==> config.mk <==
export PLATFORM = sky130hd
export DESIGN_NAME = bgr_to_nv21_converter
export DESIGN_NICKNAME = d
export VERILOG_FILES = /design/src/hw/rtl/b2nv_pkg.sv /design/src/hw/rtl/bgr_to_nv21_converter.sv /design/src/hw/rtl/b2nv_csc.sv
export SDC_FILE = /design/constraint.sdc
export NUM_CORES = 1
export LEC_CHECK = 0
export BUFFER_PORTS_ARGS = -buffer_cell sky130_fd_sc_hd__buf_2
export CAP_MARGIN = 10
export CORE_ASPECT_RATIO = 1.75
export CORE_MARGIN = 2
export CORE_UTILIZATION = 35
export DETAILED_ROUTE_END_ITERATION = 10
export GPL_TIMING_DRIVEN = 0
export HOLD_SLACK_MARGIN = 0.02
export MAX_ROUTING_LAYER = met4
export SYNTH_ARGS = -nofsm -noshare
export SYNTH_HDL_FRONTEND = slang
export SYNTH_SLANG_ARGS = --single-unit
==> constraint.sdc <==
create_clock -name aclk -period 8.5 [get_ports aclk]
set_input_delay 1.275 -clock aclk [delete_from_list [all_inputs] [get_ports aclk]]
set_output_delay 1.275 -clock aclk [all_outputs]
set_load 0.1 [all_outputs]
==> src/hw/rtl/b2nv_pkg.sv <==
// Shared types, constants and arithmetic helpers for the BGR to NV21 converter.
package b2nv_pkg;

    localparam int MAX_WIDTH  = 4096;
    localparam int MAX_HEIGHT = 4096;

    localparam int DIM_W    = 13;
    localparam int COUNT_W  = 12;
    localparam int LADDR_W  = 24;
    localparam int CADDR_W  = 25;
    localparam int PIX_W    = 8;
    localparam int CFG_IDX_W = 8;

    // Register indexes on the configuration channel.
    localparam logic [CFG_IDX_W-1:0] REG_FRAME_WIDTH  = 8'd0;
    localparam logic [CFG_IDX_W-1:0] REG_FRAME_HEIGHT = 8'd1;

    localparam logic [DIM_W-1:0] WIDTH_RESET  = 13'd640;
    localparam logic [DIM_W-1:0] HEIGHT_RESET = 13'd480;
    localparam logic [CADDR_W-1:0] PLANE_BASE_RESET = 25'd307200;

    // BT.601 coefficients in 0.14 fixed point.
    localparam logic [13:0] COEF_BY = 14'd1868;
    localparam logic [13:0] COEF_GY = 14'd9617;
    localparam logic [13:0] COEF_RY = 14'd4899;
    localparam logic [13:0] COEF_BU = 14'd9241;
    localparam logic [13:0] COEF_RV = 14'd11682;
    localparam int FRAC_BITS = 14;
    localparam logic signed [24:0] CHROMA_BIAS = 25'sd2097152;

    // Per-pixel addresses and flags that travel beside the color data.
    typedef struct packed {
        logic [LADDR_W-1:0] luma_addr;
        logic               chroma_valid;
        logic [CADDR_W-1:0] chroma_addr;
        logic               frame_last;
    } pix_tag_t;

    function automatic logic size_ok(input logic [DIM_W-1:0] v, input int maxv);
        return (v >= DIM_W'(2)) && (v <= DIM_W'(maxv)) && !v[0];
    endfunction

    // Scales (comp - y) by coef, adds the 128 offset and saturates to a byte.
    function automatic logic [PIX_W-1:0] chroma_scale(
        input logic [PIX_W-1:0] comp,
        input logic [PIX_W-1:0] y,
        input logic [13:0]      coef
    );
        logic signed [9:0]  diff;
        logic signed [24:0] sum;
        logic [10:0]        whole;
        diff  = signed'({2'b00, comp}) - signed'({2'b00, y});
        sum   = diff * signed'({1'b0, coef}) + CHROMA_BIAS;
        whole = sum[24:FRAC_BITS];
        if (sum[24]) begin
            return '0;
        end else if (whole > 11'd255) begin
            return 8'hFF;
        end
        return whole[PIX_W-1:0];
    endfunction

endpackage

==> src/hw/rtl/bgr_to_nv21_converter.sv <==
// Top level of the BGR to NV21 converter: configuration, raster counters and output packing.
//
//  channel  direction  handshake              payload
//  s_       in         s_tvalid / s_tready    s_tdata: blue, green, red
//  m_       out        m_tvalid / m_tready    m_tdata, m_tuser, m_tlast
//  cfg_     in         cfg_valid / cfg_ready  cfg_index, cfg_data
//
// One pixel is accepted per clock while s_tready is high; it passes the luma multiplier
// stage, then the chroma multiplier stage. A stall on m_tready holds both stages and
// drops s_tready only when the pipeline is full; s_tready is also low while a
// configuration write is offered.
// Reset is synchronous; it sets a 640x480 frame and restarts the raster.
// While either dimension is invalid, pixels are accepted and discarded.
module bgr_to_nv21_converter
    import b2nv_pkg::*;
(
    input  logic                 aclk,
    input  logic                 aresetn,
    input  logic                 s_tvalid,
    output logic                 s_tready,
    input  logic [23:0]          s_tdata,   // blue[7:0], green[15:8], red[23:16]
    output logic                 m_tvalid,
    input  logic                 m_tready,
    output logic [79:0]          m_tdata,   // luma[7:0], luma_addr[31:8], chroma_v[39:32],
                                            // chroma_u[47:40], chroma_addr[72:48], zeros above
    output logic                 m_tuser,   // chroma_valid
    output logic                 m_tlast,   // frame_last
    input  logic                 cfg_valid,
    output logic                 cfg_ready,
    input  logic [CFG_IDX_W-1:0] cfg_index,
    input  logic [DIM_W-1:0]     cfg_data
);

    logic [DIM_W-1:0]   width_reg, width_next;
    logic [DIM_W-1:0]   height_reg, height_next;
    logic [CADDR_W-1:0] plane_base_reg, plane_base_next;
    logic [COUNT_W-1:0] row_reg, row_next;
    logic [COUNT_W-1:0] col_reg, col_next;
    logic [LADDR_W-1:0] luma_ptr_reg, luma_ptr_next;
    logic [CADDR_W-1:0] chroma_ptr_reg, chroma_ptr_next;

    logic       cfg_write, cfg_hit, frame_ok, pix_accept, pix_take;
    logic       chroma_here, last_col, last_pix;
    logic [2*DIM_W-1:0] area;
    pix_tag_t   pix_tag, out_tag;
    logic       csc_ready;
    logic [PIX_W-1:0] out_luma, out_v, out_u;

    assign cfg_ready = 1'b1;
    assign cfg_write = cfg_valid && cfg_ready;

    // A pixel never transfers in the same cycle as a configuration write.
    assign frame_ok   = size_ok(width_reg, MAX_WIDTH) && size_ok(height_reg, MAX_HEIGHT);
    assign s_tready   = csc_ready && !cfg_valid;
    assign pix_accept = s_tvalid && s_tready;
    assign pix_take   = pix_accept && frame_ok;

    assign chroma_here = !row_reg[0] && !col_reg[0];
    assign last_col    = ({1'b0, col_reg} + DIM_W'(1)) >= width_reg;
    assign last_pix    = last_col && (({1'b0, row_reg} + DIM_W'(1)) >= height_reg);

    always_comb begin
        pix_tag.luma_addr    = luma_ptr_reg;
        pix_tag.chroma_valid = chroma_here;
        pix_tag.chroma_addr  = chroma_here ? chroma_ptr_reg : '0;
        pix_tag.frame_last   = last_pix;
    end

    // A write to either size register also restarts the frame.
    always_comb begin
        width_next  = width_reg;
        height_next = height_reg;
        cfg_hit     = 1'b0;
        if (cfg_write) begin
            case (cfg_index)
                REG_FRAME_WIDTH: begin
                    width_next = cfg_data;
                    cfg_hit    = 1'b1;
                end
                REG_FRAME_HEIGHT: begin
                    height_next = cfg_data;
                    cfg_hit     = 1'b1;
                end
                default: begin
                    cfg_hit = 1'b0;
                end
            endcase
        end
        area            = width_next * height_next;
        plane_base_next = cfg_hit ? area[CADDR_W-1:0] : plane_base_reg;
    end

    always_comb begin
        row_next        = row_reg;
        col_next        = col_reg;
        luma_ptr_next   = luma_ptr_reg;
        chroma_ptr_next = chroma_ptr_reg;
        if (cfg_hit) begin
            row_next        = '0;
            col_next        = '0;
            luma_ptr_next   = '0;
            chroma_ptr_next = plane_base_next;
        end else if (pix_take) begin
            if (last_pix) begin
                row_next        = '0;
                col_next        = '0;
                luma_ptr_next   = '0;
                chroma_ptr_next = plane_base_reg;
            end else begin
                luma_ptr_next = luma_ptr_reg + LADDR_W'(1);
                if (chroma_here) begin
                    chroma_ptr_next = chroma_ptr_reg + CADDR_W'(2);
                end
                if (last_col) begin
                    col_next = '0;
                    row_next = row_reg + COUNT_W'(1);
                end else begin
                    col_next = col_reg + COUNT_W'(1);
                end
            end
        end
    end

    always_ff @(posedge aclk) begin
        if (!aresetn) begin
            width_reg      <= WIDTH_RESET;
            height_reg     <= HEIGHT_RESET;
            plane_base_reg <= PLANE_BASE_RESET;
            row_reg        <= '0;
            col_reg        <= '0;
            luma_ptr_reg   <= '0;
            chroma_ptr_reg <= PLANE_BASE_RESET;
        end else begin
            width_reg      <= width_next;
            height_reg     <= height_next;
            plane_base_reg <= plane_base_next;
            row_reg        <= row_next;
            col_reg        <= col_next;
            luma_ptr_reg   <= luma_ptr_next;
            chroma_ptr_reg <= chroma_ptr_next;
        end
    end

    b2nv_csc u_csc (
        .aclk      (aclk),
        .aresetn   (aresetn),
        .in_valid  (s_tvalid && !cfg_valid && frame_ok),
        .in_ready  (csc_ready),
        .in_blue   (s_tdata[7:0]),
        .in_green  (s_tdata[15:8]),
        .in_red    (s_tdata[23:16]),
        .in_tag    (pix_tag),
        .out_valid (m_tvalid),
        .out_ready (m_tready),
        .out_luma  (out_luma),
        .out_v     (out_v),
        .out_u     (out_u),
        .out_tag   (out_tag)
    );

    assign m_tdata = {7'd0, out_tag.chroma_addr, out_u, out_v, out_tag.luma_addr, out_luma};
    assign m_tuser = out_tag.chroma_valid;
    assign m_tlast = out_tag.frame_last;

endmodule

==> src/hw/rtl/b2nv_csc.sv <==
// Two-stage color conversion pipeline: luma in the first stage, chroma in the second.
module b2nv_csc
    import b2nv_pkg::*;
(
    input  logic             aclk,
    input  logic             aresetn,
    input  logic             in_valid,
    output logic             in_ready,
    input  logic [PIX_W-1:0] in_blue,
    input  logic [PIX_W-1:0] in_green,
    input  logic [PIX_W-1:0] in_red,
    input  pix_tag_t         in_tag,
    output logic             out_valid,
    input  logic             out_ready,
    output logic [PIX_W-1:0] out_luma,
    output logic [PIX_W-1:0] out_v,
    output logic [PIX_W-1:0] out_u,
    output pix_tag_t         out_tag
);

    logic             s1_valid_reg, s1_valid_next;
    logic [PIX_W-1:0] s1_y_reg, s1_r_reg, s1_b_reg;
    pix_tag_t         s1_tag_reg;
    logic             o_valid_reg, o_valid_next;
    logic [PIX_W-1:0] o_luma_reg, o_v_reg, o_u_reg;
    pix_tag_t         o_tag_reg;

    logic             out_advance, s1_advance;
    logic [21:0]      y_sum;
    logic [PIX_W-1:0] v_calc, u_calc;

    assign out_advance = !o_valid_reg || out_ready;
    assign s1_advance  = !s1_valid_reg || out_advance;
    assign in_ready    = s1_advance;

    assign y_sum = 22'(COEF_BY) * 22'(in_blue) + 22'(COEF_GY) * 22'(in_green)
                 + 22'(COEF_RY) * 22'(in_red);

    assign v_calc = chroma_scale(s1_r_reg, s1_y_reg, COEF_RV);
    assign u_calc = chroma_scale(s1_b_reg, s1_y_reg, COEF_BU);

    always_comb begin
        s1_valid_next = s1_valid_reg;
        o_valid_next  = o_valid_reg;
        if (s1_advance) begin
            s1_valid_next = in_valid;
        end
        if (out_advance) begin
            o_valid_next = s1_valid_reg;
        end
    end

    always_ff @(posedge aclk) begin
        if (!aresetn) begin
            s1_valid_reg <= 1'b0;
            o_valid_reg  <= 1'b0;
        end else begin
            s1_valid_reg <= s1_valid_next;
            o_valid_reg  <= o_valid_next;
        end
    end

    always_ff @(posedge aclk) begin
        if (s1_advance && in_valid) begin
            s1_y_reg   <= y_sum[21:FRAC_BITS];
            s1_r_reg   <= in_red;
            s1_b_reg   <= in_blue;
            s1_tag_reg <= in_tag;
        end
        if (out_advance && s1_valid_reg) begin
            o_luma_reg <= s1_y_reg;
            o_v_reg    <= s1_tag_reg.chroma_valid ? v_calc : '0;
            o_u_reg    <= s1_tag_reg.chroma_valid ? u_calc : '0;
            o_tag_reg  <= s1_tag_reg;
        end
    end

    assign out_valid = o_valid_reg;
    assign out_luma  = o_luma_reg;
    assign out_v     = o_v_reg;
    assign out_u     = o_u_reg;
    assign out_tag   = o_tag_reg;

endmodule
==> results of run 1 <==
## Yosys cell counts, types with 6 or more instances
cell	instances	area share
mux2i_1	17	0.0066
buf_4	8	0.0023
nand3_1	43	0.0083
a21oi_1	94	0.018
nand2_1	224	0.032
nand3b_1	14	0.0040
o211ai_1	8	0.0023
edfxtp_1	150	0.17
buf_6	8	0.0035
dfxtp_1	126	0.097
xor2_1	60	0.020
buf_2	8	0.0015
o21a_1	20	0.0058
clkbuf_1	47	0.0068
ha_1	387	0.19
nand4_1	19	0.0046
and2_1	39	0.0094
nor4_1	11	0.0026
a311oi_1	17	0.0057
a31oi_1	22	0.0053
or2_2	8	0.0019
a211oi_1	29	0.0084
nor3_1	37	0.0071
mux2_2	12	0.0052
nor2b_1	12	0.0029
nand2b_1	12	0.0029
and3_1	31	0.0075
inv_1	460	0.066
a21o_1	30	0.0087
o21ai_0	50	0.0096
fa_1	245	0.19
nor2_1	176	0.025
o21ai_1	11	0.0021
or3_1	10	0.0024
xnor2_1	73	0.025
a32o_1	8	0.0031
nor3b_1	6	0.0017
o31a_1	12	0.0040
## through the flow
stage | instances | instance area, sq um | util
6_report | 3766 | 29000 | 0.393
5_1_grt | 3766 | 29000 | 0.393
4_1_cts | 3760 | 28900 | 0.392
3_5_place_dp | 3708 | 27900 | 0.378
3_3_place_gp | 3703 | 27800 | 0.377
2_1_floorplan | 2640 | 26000 | -
## critical path, stage by stage
cell and delay (ns):
buf_2 0.09, nor4_1 0.37, nand2_2 0.30, nor2_4 0.31, buf_2 0.30, mux2i_1 0.83
nor2_1 0.16, fa_1 0.50, fa_1 0.54, inv_1 0.05, fa_1 0.51, inv_1 0.07
fa_1 0.50, fa_1 0.49, ha_1 0.38, o21ai_0 0.18, nand2_1 0.09, and3_2 0.22
a211o_1 0.38, and3_1 0.19, or3_1 0.44, a311oi_1 0.30, a211oi_1 0.11
## area by class of cell
type,instances,share of cell area
Multi-Input combinational cell,1827,0.584
Sequential cell,276,0.242
Inverter,462,0.0598
Tap cell,938,0.0405
Clock buffer,32,0.0254
Timing Repair Buffer,130,0.0253
Buffer,73,0.0138
Clock inverter,20,0.00828
Antenna cell,8,0.000690
## cell usage in the layout, fill, tap and decap left out, drive strengths merged, types with 60 or more instances in the layout
cell type,n
a21oi,95
buf,156
clkbuf,78
dfxtp,126
edfxtp,150
fa,245
ha,387
inv,463
nand2,226
nor2,176
o21ai,65
xnor2,73
xor2,60
## routing by layer
metal,global-route usage,up-vias,wire [microns]
met4,0.100,0,4050
met5,-,-,0
met3,0.0204,190,2680
li1,-,9132,-
met2,0.373,508,39100
met1,0.184,9406,24900
## timing repair
action,4_1_cts,5_1_grt
buffers inserted,0,0
gates resized for setup,9,24
pin swaps,0,1
endpoints found under the hold margin,0,0
setup endpoints to repair,11,18
## cells by family after synthesis
| group | Yosys count | synth area share |
|---|---|---|
| adder cells (fa/ha/maj) | 632 | 0.375 |
| AO/OA/AOI/OAI | 365 | 0.0964 |
| flip-flops | 276 | 0.270 |
| XOR/XNOR | 133 | 0.0448 |
| multiplexers | 29 | 0.0118 |
| buffers and inverters | 537 | 0.0820 |
| other | 2 | 0.000289 |
| AND/OR/NAND/NOR | 660 | 0.119 |
## worst paths after layout
kind	endpoint	from	cells after the start	slack [ns]
setup / recovery	chroma_ptr_reg[17]	cfg_index[5]	23	0.33
hold / removal	u_csc.out_tag[45]	u_csc.s1_tag_reg[45]	0	0.41
setup reg to reg	u_csc.out_v[1]	u_csc.s1_y_reg[1]	31	0.57
hold reg to reg	u_csc.out_tag[45]	u_csc.s1_tag_reg[45]	0	0.41
==> results.txt, run 1 <==
----------------------------------------------------
[Run status]
  Result of the run ... finished, final reports clean

[Drt]
  Count of nets left with antenna violations after detail routing ... 0
  Total Wirelength ... 70.8 mm
  WL per Instance ... 18.8 microns
  Remaining DRCs ... 0
  Vias after detailed routing ... 19200
  1st-pass router iterations ... 5
  DR iter-0 viols ... 1164
  Average via count per standard cell ... 5.11

[Floorplanning]
  Die X ... 210 microns
  Number of top-level pins ... 135
  Full die area ... 0.0765 sq mm
  Effective utilization at floorplan ... 0.352
  Placeable core area ... 0.0738 sq mm
  Die outline height ... 364 microns
  Cell row count ... 132

[CTS]
  Clock Latency Late Sink ... 0.59 ns
  Clock Sinks ... 276
  CTS buffer count ... 28
  H-tree levels ... 1
  Root buffer cell ... clkbuf_16
  Longest Clk Path Bufs ... 3
  CTS tree ... done
  Clock edge transition at the registers on the reported setup and hold paths ... 0.07 ns
  Number of hold-repair buffers added at the cts stage ... 0

[Timing]
  Final setup TNS ... 0 ns
  Post-route setup slack ... 0.334 ns
  Max Slew Vio Count ... 0
  Clock Skew ... 0.0389 ns
  Transition at the pin with the smallest max-transition slack ... 1.37 ns
  Final number of hold-violating endpoints ... 0
  Final worst hold slack ... 0.413 ns
  Minimum clock period ... 8.17 ns
  Relative slew slack ... 0.0748
  Share of the cycle needed by the critical path after routing ... 0.961
  Number of setup violations in the final report ... 0
  Upper clock frequency limit ... 0.122 GHz

[Placement]
  Port Buffers ... 125
  Final weighted congestion in routability-driven placement ... 0.972
  Minimum setup slack after placement ... -0.876 ns
  Detailed-placement wirelength estimate ... 59.1 mm

[Final layout]
  FF/Latch Area ... 0.00703 sq mm
  Fill cell instance count of the final layout ... 7365
  Area added between synthesis and finish ... 11.7%
  Fraction of layout cells with a size suffix above 1 ... 0.0975
  Multi-input combinational cell area ... 0.0169 sq mm
  Total Nets Final ... 3480

[Synth]
  Ys Warns ... 0
  Number of enable flip-flop cells after synthesis ... 150
  Post-synthesis area per instance ... 9.86 sq um
  Flops & latches, synth ... 276
  Register area share after synthesis ... 0.270
  Netlist area before placement ... 0.0260 sq mm
  Proportion of synthesized flip-flops having asynchronous set or reset ... 0
  Synth cell types ... 89
  Post-Syn Instances ... 2634
  Post-synth top flop ... edfxtp_1

[Critical path]
  Kind of end point of the critical path ... register
  Data required time of the worst path ... 8.92 ns
  CP startpoint kind ... primary input
  Kind of critical path ... primary input to register
  Max Fanout on Critical Path ... 10
  Data arrival, critical path ... 8.59 ns

[Hold path]
  Hold/Removal Path Class ... register to register

[Global routing]
  Largest net degree at the start of global routing ... 43
  Antenna violations before repair ... 8
  All-Layer GR Usage ... 0.192
  Global-route wire length before repair ... 109 mm
  GRT overflow ... 0
  Number of global-route vias before repair ... 19900

[Flow run]
  Count of max-cap constraint violations ... 0

----------------------------------------------------
Power of run 1 is left out: the tool's default activity adds up to more than one toggle a clock period on the data nets, which glitch-free logic cannot reach.
==> run 2, diff against run 1 <==
ABC_CLOCK_PERIOD_IN_PS = 8500   (was unset)
CORE_MARGIN = 3   (was 2)
SYNTH_HIERARCHICAL = 1   (was unset)
==> run 2 against run 1 <==
Net effect:
- first-iteration DRC count shrank 28%
- area after synthesis grew 0.46%
- critical path depth grew 3
- fmax grew 0.60%
- synthesized cell count grew 1.8%
- cell count grew 1.1%
- wire length shrank 8.5%
- die area grew 2.0%
- global-route usage shrank 1.8 points
- sequential cell count is the same
- utilization grew 0.66 points
==> results.txt, run 2 <==
----------------------------------------------------
[Synth]
  Ys Warns ... 6 (+6)
  Synth top area share ... 0.188 (-0.000869)
  Post-synthesis area per instance ... 9.73 sq um (-1.3%)
  Register area share after synthesis ... 0.269 (-0.00124)
  Most repeated cell in the gate-level netlist after synthesis ... inv_1
  Leading cell types by count after synthesis ... inv_1 (514), ha_1 (392), fa_1 (245)
  Post-synth top flop ... edfxtp_1
  Synth cell types ... 78 (-12%)
  Largest area contributor in the netlist ... fa_1
  Post-Syn Instances ... 2681 (+1.8%)
  Number of enable flip-flop cells after synthesis ... 150 (unchanged)
  Netlist area before placement ... 0.0261 sq mm (+0.46%)
  Proportion of synthesized flip-flops having asynchronous set or reset ... 0 (unchanged)
  Flops & latches, synth ... 276 (unchanged)
  Cell types occupying the most area after synthesis ... fa_1 (19%), ha_1 (19%), edfxtp_1 (17%)

[Critical path]
  Launch point of the worst reg-to-reg path ... u_csc/s1_y_reg[1]
  R2r endpoint ... u_csc/out_v[0]
  CP startpoint kind ... primary input
  Data arrival, critical path ... 8.60 ns (about the same)
  Worst R2R Path Depth ... 28 (-9.7%)
  Kind of end point of the critical path ... register
  Critical path origin ... cfg_index[1]
  Setup slack of the most critical reg-to-reg path ... 0.73 ns (+0.16 ns)
  Worst setup path end ... chroma_ptr_reg[24]
  Buffer and inverter count on the worst path ... 8 (+4)
  Cell with the largest stage delay on the worst path ... fa_1
  Kind of critical path ... primary input to register
  Data required time of the worst path ... 8.98 ns (+0.06 ns)
  Most used cell along the critical path ... fa_1
  Cell family contributing the most delay on the critical path ... adder cells
  Number of cells on the critical path ... 26 (+13%)
  Crit-path max cell delay ... 0.59 ns (-0.24 ns)
  Max Fanout on Critical Path ... 10 (unchanged)

[Placement]
  Detailed-placement wirelength estimate ... 53.9 mm (-8.8%)
  Final weighted congestion in routability-driven placement ... 0.922 (-5.1%)
  Port Buffers ... 126 (+0.80%)
  Number of placed cells counting well taps ... 3748 (+1.1%)

[Drt]
  Count of nets left with antenna violations after detail routing ... 0 (unchanged)
  Average via count per standard cell ... 4.93 (-3.5%)
  Remaining DRCs ... 0 (unchanged)
  Vias after detailed routing ... 18800 (-2.4%)
  DR iter-0 viols ... 835 (-28%)
  Total Wirelength ... 64.8 mm (-8.5%)
  1st-pass router iterations ... 5 (unchanged)
  WL per Instance ... 17.0 microns (-9.5%)

[Flow run]
  Count of max-cap constraint violations ... 0 (unchanged)

[Timing]
  Clock Skew ... 0.0259 ns (-0.0130 ns)
  Share of the cycle needed by the critical path after routing ... 0.955 (-0.00578)
  Number of setup violations in the final report ... 0 (unchanged)
  Setup repair after global routing missed its margin ... no
  Relative slew slack ... 0.222 (+0.147)
  Max Slew Vio Count ... 0 (unchanged)
  Final setup TNS ... 0 ns (unchanged)
  Final number of hold-violating endpoints ... 0 (unchanged)
  Transition at the pin with the smallest max-transition slack ... 1.16 ns (-0.218 ns)
  Minimum clock period ... 8.12 ns (-0.0491 ns)
  Upper clock frequency limit ... 0.123 GHz (+0.60%)

[Run status]
  Result of the run ... finished, final reports clean

[Floorplanning]
  Number of top-level pins ... 135 (unchanged)
  Die outline height ... 367 microns (+0.78%)
  Effective utilization at floorplan ... 0.355 (+0.00353)
  Placeable core area ... 0.0734 sq mm (-0.54%)
  Die X ... 212 microns (+1.2%)
  Cell row count ... 131 (-0.76%)
  Full die area ... 0.0780 sq mm (+2.0%)

[Global routing]
  GRT overflow ... 0 (unchanged)
  All-Layer GR Usage ... 0.174 (-0.0182)
  Largest net degree at the start of global routing ... 66 (+53%)
  Antenna violations before repair ... 1 (-7)
  Number of global-route vias before repair ... 19800 (-0.49%)
  Global-route wire length before repair ... 104 mm (-4.7%)

[CTS]
  CTS tree ... done
  Number of hold-repair buffers added at the cts stage ... 0 (unchanged)
  H-tree levels ... 1 (unchanged)
  Longest Clk Path Bufs ... 3 (unchanged)
  Root buffer cell ... clkbuf_16
  Clock Latency Late Sink ... 0.59 ns (about the same)
  Clock Sinks ... 276 (unchanged)
  CTS buffer count ... 27 (-3.6%)
  Clock edge transition at the registers on the reported setup and hold paths ... 0.07 ns (about the same)

[Final layout]
  Fraction of layout cells with a size suffix above 1 ... 0.103 (+0.00502)
  Total Nets Final ... 3543 (+1.8%)
  Most common library cell in the layout ignoring fill and taps ... inv_1
  Area added between synthesis and finish ... 12.4%
  Number of cells in the finished layout apart from fillers ... 3809 (+1.1%)
  Commonest cells after routing, fill and taps aside ... inv_1 (514), ha_1 (392), fa_1 (245)

[Hold path]
  Hold/Removal Path Class ... register to register

----------------------------------------------------
-- run 2: cell types whose count changed in the layout (fill, tap and decap cells not counted), moves of 8 or more --
cell	before	now
inv_1	460	514
nor2_1	175	197
mux2i_4	2	18
a311oi_1	17	2
a21oi_1	93	106
a211oi_1	28	17
a31oi_1	21	11
buf_4	8	18
nor3_1	37	27
clkbuf_1	40	31
o31a_1	12	3
a32o_1	8	0
-- run 2: metal layers --
metal | track usage | vias to the layer above | part of all wire
li1 | - | 9143 | -
met1 | 0.183 | 9106 | 0.37
met2 | 0.325 | 367 | 0.54
met3 | 0.0141 | 158 | 0.034
met4 | 0.0771 | 0 | 0.053
met5 | - | - | 0
-- run 2: cell type report --
type	count	area [sq um]
fill	7244	44100
multi-input combinational	1839	17200
tap	931	1160
buffer	57	277
clock inverter	13	144
sequential	276	7030
clock buffer	37	797
inverter	515	1930
timing repair buffer	140	786
antenna	1	2.50
-- run 2: logic make-up (layout without fill, tap and decap cells) --
kind of cell             count (synthesis)  count (layout)  share of synthesized area
AO/OA/AOI/OAI                          320             320                     0.0789
XOR/XNOR                               136             136                     0.0462
adder cells (fa/ha/maj)                637             637                      0.376
buffers and inverters                  572             762                     0.0839
flip-flops                             276             276                      0.269
multiplexers                            54              54                     0.0215
other                                    2               9                   0.000288
AND/OR/NAND/NOR                        684             684                      0.124
-- run 2: worst min path at each step --
stage | cells past startpoint | from | slack (ns) | endpoint
final | 0 | u_csc/s1_tag_reg[37] | 0.40 | u_csc/out_tag[37]
after global routing | 0 | u_csc/s1_tag_reg[37] | 0.42 | u_csc/out_tag[37]
after CTS | 0 | u_csc/s1_tag_reg[37] | 0.40 | u_csc/out_tag[37]
after detailed placement | 0 | u_csc/s1_tag_reg[0] | 0.40 | u_csc/out_tag[0]
after global placement | 0 | u_csc/s1_tag_reg[46] | 0.40 | u_csc/out_tag[46]
after floorplan | 0 | u_csc/s1_tag_reg[0] | 0.40 | u_csc/out_tag[0]
-- run 2: repair_timing --
action / 4_1_cts / 5_1_grt
pin swaps: 0 / 1
setup endpoints to repair: 22 / 24
buffers inserted: 0 / 10
gates resized for setup: 34 / 46
-- run 2: through the flow --
stage	utilization	hold WS, ns	setup WS (ns)	cell area, sq um
final	0.400	0.403	0.383	29300
after global routing	0.400	0.420	0.0880	29300
after floorplan	-	0.400	0.210	26100
after CTS	0.396	0.395	0.0113	29100
after detailed placement	0.381	0.405	-1.56	28000
after global placement	0.380	0.401	-2.06	27900
-- run 2: worst reg2reg max path: cells and delay by family (launching register included) --
kind	cells	cell delay (ns)
xor gates and xnor gates	3	0.90
DFF	1	0.45
and+or+nand+nor	3	0.58
buffers and inverters	2	0.34
adders and majority gates	8	2.95
AOI/OAI and AO/OA	12	2.24
Power of run 2 is left out for the same reason.
